**config.mk**
```make
export PLATFORM = sky130hd
export DESIGN_NAME = dq_ctrl
export DESIGN_NICKNAME = d
export VERILOG_FILES = /design/src/rtl/dq_pkg.sv /design/src/rtl/dq_ctrl.sv
export SDC_FILE = /design/constraint.sdc
export NUM_CORES = 1
export LEC_CHECK = 0
export BUFFER_PORTS_ARGS = -buffer_cell sky130_fd_sc_hd__buf_2
export CAP_MARGIN = 20
export CORE_MARGIN = 4
export CORE_UTILIZATION = 31
export CTS_BUF_LIST = sky130_fd_sc_hd__clkbuf_4 sky130_fd_sc_hd__clkbuf_8
export DETAILED_ROUTE_END_ITERATION = 8
export PLACE_DENSITY = 0.57
export SLEW_MARGIN = 15
export SYNTH_ARGS = -nofsm -noshare
export SYNTH_HDL_FRONTEND = slang
export SYNTH_SLANG_ARGS = --single-unit
```
**constraint.sdc**
```tcl
create_clock -name clk_i -period 1.7 [get_ports clk_i]
set_input_delay 0.34 -clock clk_i [delete_from_list [all_inputs] [get_ports clk_i]]
set_output_delay 0.34 -clock clk_i [all_outputs]
set_load 0.01 [all_outputs]
```
**src/rtl/dq_pkg.sv**
```systemverilog
`timescale 1ns / 1ps
// ----------------------------------------------------------------------------
// dq_pkg: shared types for the double-ended queue
// Command codes, word width and the controller-to-datapath command bundle.
// ----------------------------------------------------------------------------
package dq_pkg;

  localparam int DATA_W = 32;
  localparam int CMD_W  = 3;

  typedef enum logic [CMD_W-1:0] {
    CMD_PUSH_FRONT = 3'd0,
    CMD_PUSH_BACK  = 3'd1,
    CMD_POP_FRONT  = 3'd2,
    CMD_POP_BACK   = 3'd3,
    CMD_QUERY      = 3'd4
  } dq_cmd_e;

  // controller -> datapath
  typedef struct packed {
    logic capture;  // latch incoming word
    logic rd_pop;   // read the slot a pop would take
    logic commit;   // update pointers, write the pushed word
    logic fetch;    // read the new front and back slots
    logic load;     // move the result into the output register
  } dq_ctl_t;

endpackage

```
**src/rtl/dq_ctrl.sv**
```systemverilog
`timescale 1ns / 1ps
// ----------------------------------------------------------------------------
// dq_ctrl: sequencing of one command through the datapath
// Accept, pop read, commit, fetch of front/back, load of the output register.
// ----------------------------------------------------------------------------
module dq_ctrl import dq_pkg::*; (
  input  logic    clk_i,
  input  logic    rst_ni,
  input  logic    in_valid_i,
  output logic    in_ready_o,
  output logic    out_valid_o,
  input  logic    out_ready_i,
  output dq_ctl_t ctl_o
);

  typedef enum logic [2:0] {
    ST_IDLE,
    ST_READ,
    ST_UPDATE,
    ST_FETCH,
    ST_LOAD
  } state_e;

  state_e state_q;
  logic   in_ready_q, out_valid_q, rd_pop_q, commit_q, fetch_q;
  logic   load;

  // output register free, or its word leaves this cycle
  assign load = (state_q == ST_LOAD) && (!out_valid_q || out_ready_i);

  assign in_ready_o    = in_ready_q;
  assign out_valid_o   = out_valid_q;
  assign ctl_o.capture = in_valid_i & in_ready_q;
  assign ctl_o.rd_pop  = rd_pop_q;
  assign ctl_o.commit  = commit_q;
  assign ctl_o.fetch   = fetch_q;
  assign ctl_o.load    = load;

  always_ff @(posedge clk_i or negedge rst_ni) begin
    if (!rst_ni) begin
      state_q     <= ST_IDLE;
      in_ready_q  <= 1'b0;
      out_valid_q <= 1'b0;
      rd_pop_q    <= 1'b0;
      commit_q    <= 1'b0;
      fetch_q     <= 1'b0;
    end else begin
      // a load in the same cycle refills the output register instead
      if (out_valid_q && out_ready_i && !load) begin
        out_valid_q <= 1'b0;
      end
      unique case (state_q)
        ST_IDLE: begin
          if (in_valid_i && in_ready_q) begin
            in_ready_q <= 1'b0;
            rd_pop_q   <= 1'b1;
            state_q    <= ST_READ;
          end else begin
            in_ready_q <= 1'b1;
          end
        end
        ST_READ: begin
          rd_pop_q <= 1'b0;
          commit_q <= 1'b1;
          state_q  <= ST_UPDATE;
        end
        ST_UPDATE: begin
          commit_q <= 1'b0;
          fetch_q  <= 1'b1;
          state_q  <= ST_FETCH;
        end
        ST_FETCH: begin
          fetch_q <= 1'b0;
          state_q <= ST_LOAD;
        end
        ST_LOAD: begin
          if (load) begin
            out_valid_q <= 1'b1;
            in_ready_q  <= 1'b1;
            state_q     <= ST_IDLE;
          end
        end
        default: begin
          state_q <= ST_IDLE;
        end
      endcase
    end
  end

`ifndef ASSERT_OFF
  a_accept_seq: assert property (@(posedge clk_i) disable iff (!rst_ni)
    ctl_o.capture |=> (ctl_o.rd_pop && !in_ready_o))
    else $error("accepted word not followed by pop read");

  a_commit_seq: assert property (@(posedge clk_i) disable iff (!rst_ni)
    ctl_o.commit |=> (ctl_o.fetch && !ctl_o.commit))
    else $error("commit not followed by fetch");
`endif

endmodule

```
# After elaboration in Yosys (flattened, before gate mapping)
# Cells that the tools add are included.
[totals]
reg_bits = 8
in_bits = 4
output_inout_bits = 7
wordCells = 41
[op_classes]
n_eq_ne = 6
muxes = 13
bitwise_logic = 1
n_reduce_logical = 15
[ops]
columns = ["op", "count"]
rows = [
  ["$pmux 3 s5", 1],
  ["$pmux 1 s2", 4],
  ["$reduce_bool 2->1", 4],
  ["$eq 3x2->1 const B", 2],
  ["$mux 1", 6],
  ["$mux 3", 2],
  ["$reduce_and 2->1", 3],
  ["$logic_and 1x1->1", 4],
  ["$ne 2x2->1 const B", 2],
  ["$eq 3x1->1 const B", 1],
  ["$eq 3x3->1 const B", 1],
  ["$logic_not 3->1", 1],
  ["$logic_not 1->1", 2],
  ["$and 1x1->1", 1],
  ["$logic_or 1x1->1", 1],
]

# Depth between registers and ports, before layout
[logic_depth]
word_depth = 8
mapped_depth = 4
ltp_nobuf = 2

# Least setup slack after synthesis
# Ideal clock, no wire load.
[synth_timing]
path_kind = "reg2out"
startpoint = "reg state_q[1]"
endpoint = "out ctl_o[0] in the netlist's numbering"
arrival_ns = 1.107
required_time_ns = 1.360
path_slack_ns = 0.253
path_stages_with_launch = 5
n_path_buf = 2
cell_sequence = "dfrtp_1 buf_6 or3b_1 a21oi_1 buf_4"
[synth_between]
elab_chain_cells = 2
[synth_rtl]
columns = ["element", "line_no", "source"]
rows = [
  ["start: declaration", "dq_ctrl.sv:24", "state_e state_q;"],
  ["start signal: assignment", "dq_ctrl.sv:41", "state_q <= ST_IDLE;"],
  ["start signal: assignment", "dq_ctrl.sv:57", "state_q <= ST_READ;"],
  ["start signal: assignment", "dq_ctrl.sv:65", "state_q <= ST_UPDATE;"],
  ["$eq 3x3->1", "dq_ctrl.sv:29", "assign load = (state_q == ST_LOAD) && (!out_valid_q || out_ready_i);"],
  ["$logic_and 1x1->1", "dq_ctrl.sv:29", ""],
  ["end: declaration", "dq_ctrl.sv:13", "output dq_ctl_t ctl_o"],
]
# Every way passes these cells.

==> flow_summary.toml <==
[clock_network]
clock-root-buffer = "clkbuf_4"
tritoncts = "yes"
htree_levels = 1
cts_buffers = 3
clock_latency_of_the_later_clocked_register_in_the_worst_skew_pair_ns = 0.25
clock_tree.buffer_depth = 2
cts.clk_slew.worst_paths_ns = 0.06
clkSinkCount = 8

[timing]
finalSetupViolCount = 0
final.setup.tns_ns = 0
grt_setup_unrepaired = "no"
finalClockSkew_ns = 0.00608
final-hold-violation-count = 0
final-max-slew-violation-count = 0
clock.fmax_mhz = 620
final.min_clock_period_ns = 1.61
min_period_over_period_pct = 94.9
tightest_pin_transition_ns = 0.183
worst_slew_margin_rel_pct = 87.8

[run_status]
status = "complete, no violations"

[floorplan]
core_area_um2 = 1280
design.portCount = 11
fp.dieArea_um2 = 2010
fp.dieH_um = 44.8
fp.dieW_um = 44.8
initial_core_util_pct = 32.7
placementRows = 13

[placed_design]
placedInstanceArea_um2 = 455
portBuffers = 10
place_hpwl_um = 526
place.gp.congestion = 0.709

[synthesis]
postSynth.topFlopCell = "dfrtp_1"
ys_top_cells_by_count = "8 x dfrtp_1, 5 x buf_4, 3 x inv_1"
post_synth.cell_area_avg_um2 = 11.7
ff_latch_count_synth = 8
synth-seq-area-share_pct = 47.6
syn_inst = 36
synth.net_count = 40
synth_largest_type_area_fraction_pct = 47.6
netlist_top_cells_area = "dfrtp_1 48%, buf_4 8.9%, nand4bb_1 5.4%"
synth.lib_cells_used.distinct = 20
netlist.top_cell.by_area = "dfrtp_1"
post_synth_design_cell_area_um2 = 420
async_s_r_ff_share_synth_pct = 100
ys.warnings.count = 0
synth-edff-count = 0
yosysMostFrequentCell = "dfrtp_1"

[critical_path]
register_to_register_path_setup_slack_ns = 0.55
timing.critical_path.to_type = "output pin"
worst-path-buf-inv = 1
worstSetupStartpointType = "register"
crit_path_max_fanout = 3
worst_r2r_endpoint = "fetch_q"
cp_cell_sequence = "or3b_4, a21oi_2, buf_2"
worstPathRequired_ns = 1.36
worst_setup_path_start = "state_q[0]"
cp_data_arrival_time_ns = 1.27
crit_path_max_incr_delay_ns = 0.40
reg2reg_from = "state_q[2]"
ff2ff_path_depth = 3
crit_type = "reg -> out"
slowest_stage = "dfrtp_2"
critical-path-top-delay-family = "flip-flops"

[worst_hold_path]
hold_depth = 2
worstHoldEndpoint = "state_q[2]"
hp_start = "out_ready_i"
hp-class = "in -> reg"

[drt]
route.antenna.remaining_nets = 0
wl_um = 749
drt_first_iter_violations = 4
post_drt_via_cell_ratio = 4.76
drcViolationCount = 0
drt-pass1-iter-count = 4
vias = 295
drt-wirelength-per-cell_um = 12.1

[global_route]
grt_first_pass_wirelength_um = 1190
track_usage_pct = 8.68
grt_overflow_total = 0
first_global_vias = 258
maximum_number_of_pins_on_one_net_before_global_route_repair = 9
grt_antenna_before_repair = 0

[cells_and_area]
layout-area-overhead-vs-synth_pct = 19.6
stdcell_area_um2 = 503
final_core_utilization_pct = 39.1
n_antenna_cell = 0
fraction_of_layout_instances_using_a_drive_strength_above_1_pct = 46.8
multi_input_comb_area_um2 = 166
filler_cell_count = 126
final-seq-area_um2 = 201
nets = 53

[pwr]
power.density_nw_per_um2 = 1880
design_power_total_uw = 946
power.leakage_nw = 0.233
ir_worst_vdd_uv = 964

[run]
drv_cap = 0
## cells by family after synthesis
family	after synthesis	share of synthesized area, %
and+or+nand+nor	8	15.5
AOI/OAI and AO/OA	9	17.9
buffers and inverters	9	14.3
xor gates and xnor gates	1	2.08
muxes	1	2.68
DFF	8	47.6
## flip-flops by register name, summed over array words and instances (netlist names)
name         count
commit_q         1
fetch_q          1
in_ready_o       1
out_valid_o      1
state_q          3
rd_pop_q         1
## stage by stage
| stage | hold WS, ns | std cells | setup slack (ns) |
|---|---|---|---|
| 6_report | 0.331 | 62 | 0.0866 |
| 3_3_place_gp | 0.196 | 57 | 0.238 |
| 5_1_grt | 0.337 | 62 | 0.0107 |
| 4_1_cts | 0.322 | 62 | 0.0456 |
| 3_5_place_dp | 0.195 | 57 | 0.224 |
| 2_1_floorplan | 0.0444 | 36 | 0.253 |
## placed cells by master (no fill, tap or decap)
master / count
a21oi_2: 1
a22o_1: 1
nand4bb_1: 2
or3b_4: 1
o211a_1: 1
o32a_1: 1
nor3_1: 1
nor2_1: 1
mux2_2: 1
dfrtp_2: 1
o21ai_0: 1
and2_1: 1
clkbuf_4: 3
inv_1: 3
dlygate4sd3_1: 1
xnor2_1: 1
nand2b_1: 1
dfrtp_1: 7
buf_4: 3
a21oi_1: 1
buf_2: 10
o21bai_1: 2
and4bb_2: 1
o32ai_2: 1
## cell type report
| cell class | instances | share of cell area, % |
|---|---|---|
| clock buffers | 3 | 4.48 |
| inverters | 3 | 2.24 |
| multi-input cells | 19 | 33.1 |
| flip-flops and latches | 8 | 40.0 |
| well taps | 15 | 3.73 |
| repair buffers | 14 | 16.4 |
## power breakdown
part	leakage, nW	total [mW]	internal [mW]	switching, mW
combinational	0.124	0.457	0.242	0.214
clock	0.0138	0.144	0.0807	0.0636
sequential	0.0952	0.346	0.285	0.0607
total	0.233	0.946	0.608	0.338
## metal layers
metal  part of all wire (%)  vias to the layer above  GRT usage, %
li1                       -                      148             -
met1                     51                      136          11.4
met2                     40                        9          10.9
met3                    7.5                        2          5.98
met4                    1.2                        0          3.51
met5                      0                        -             0
## timing repair
action | CTS | global route
gates resized for setup | 2 | 1
buffers inserted | 1 | 0
endpoints found under the setup margin | 1 | 1
hold buffers | 1 | 0
gates cloned | 0 | 0
pin swaps | 0 | 1
hold endpoints to repair | 8 | 0
## worst max path at each step
| stage | end | slack, ns | cells past startpoint |
|---|---|---|---|
| finish | ctl_o[0] | 0.09 | 3 |
| global route | ctl_o[0] | 0.01 | 3 |
| CTS | ctl_o[0] | 0.05 | 3 |
| detailed placement | ctl_o[0] | 0.22 | 3 |
| global placement | ctl_o[0] | 0.24 | 3 |
| floorplan | ctl_o[0] | 0.25 | 4 |
(Power assumes the default switching activity.)
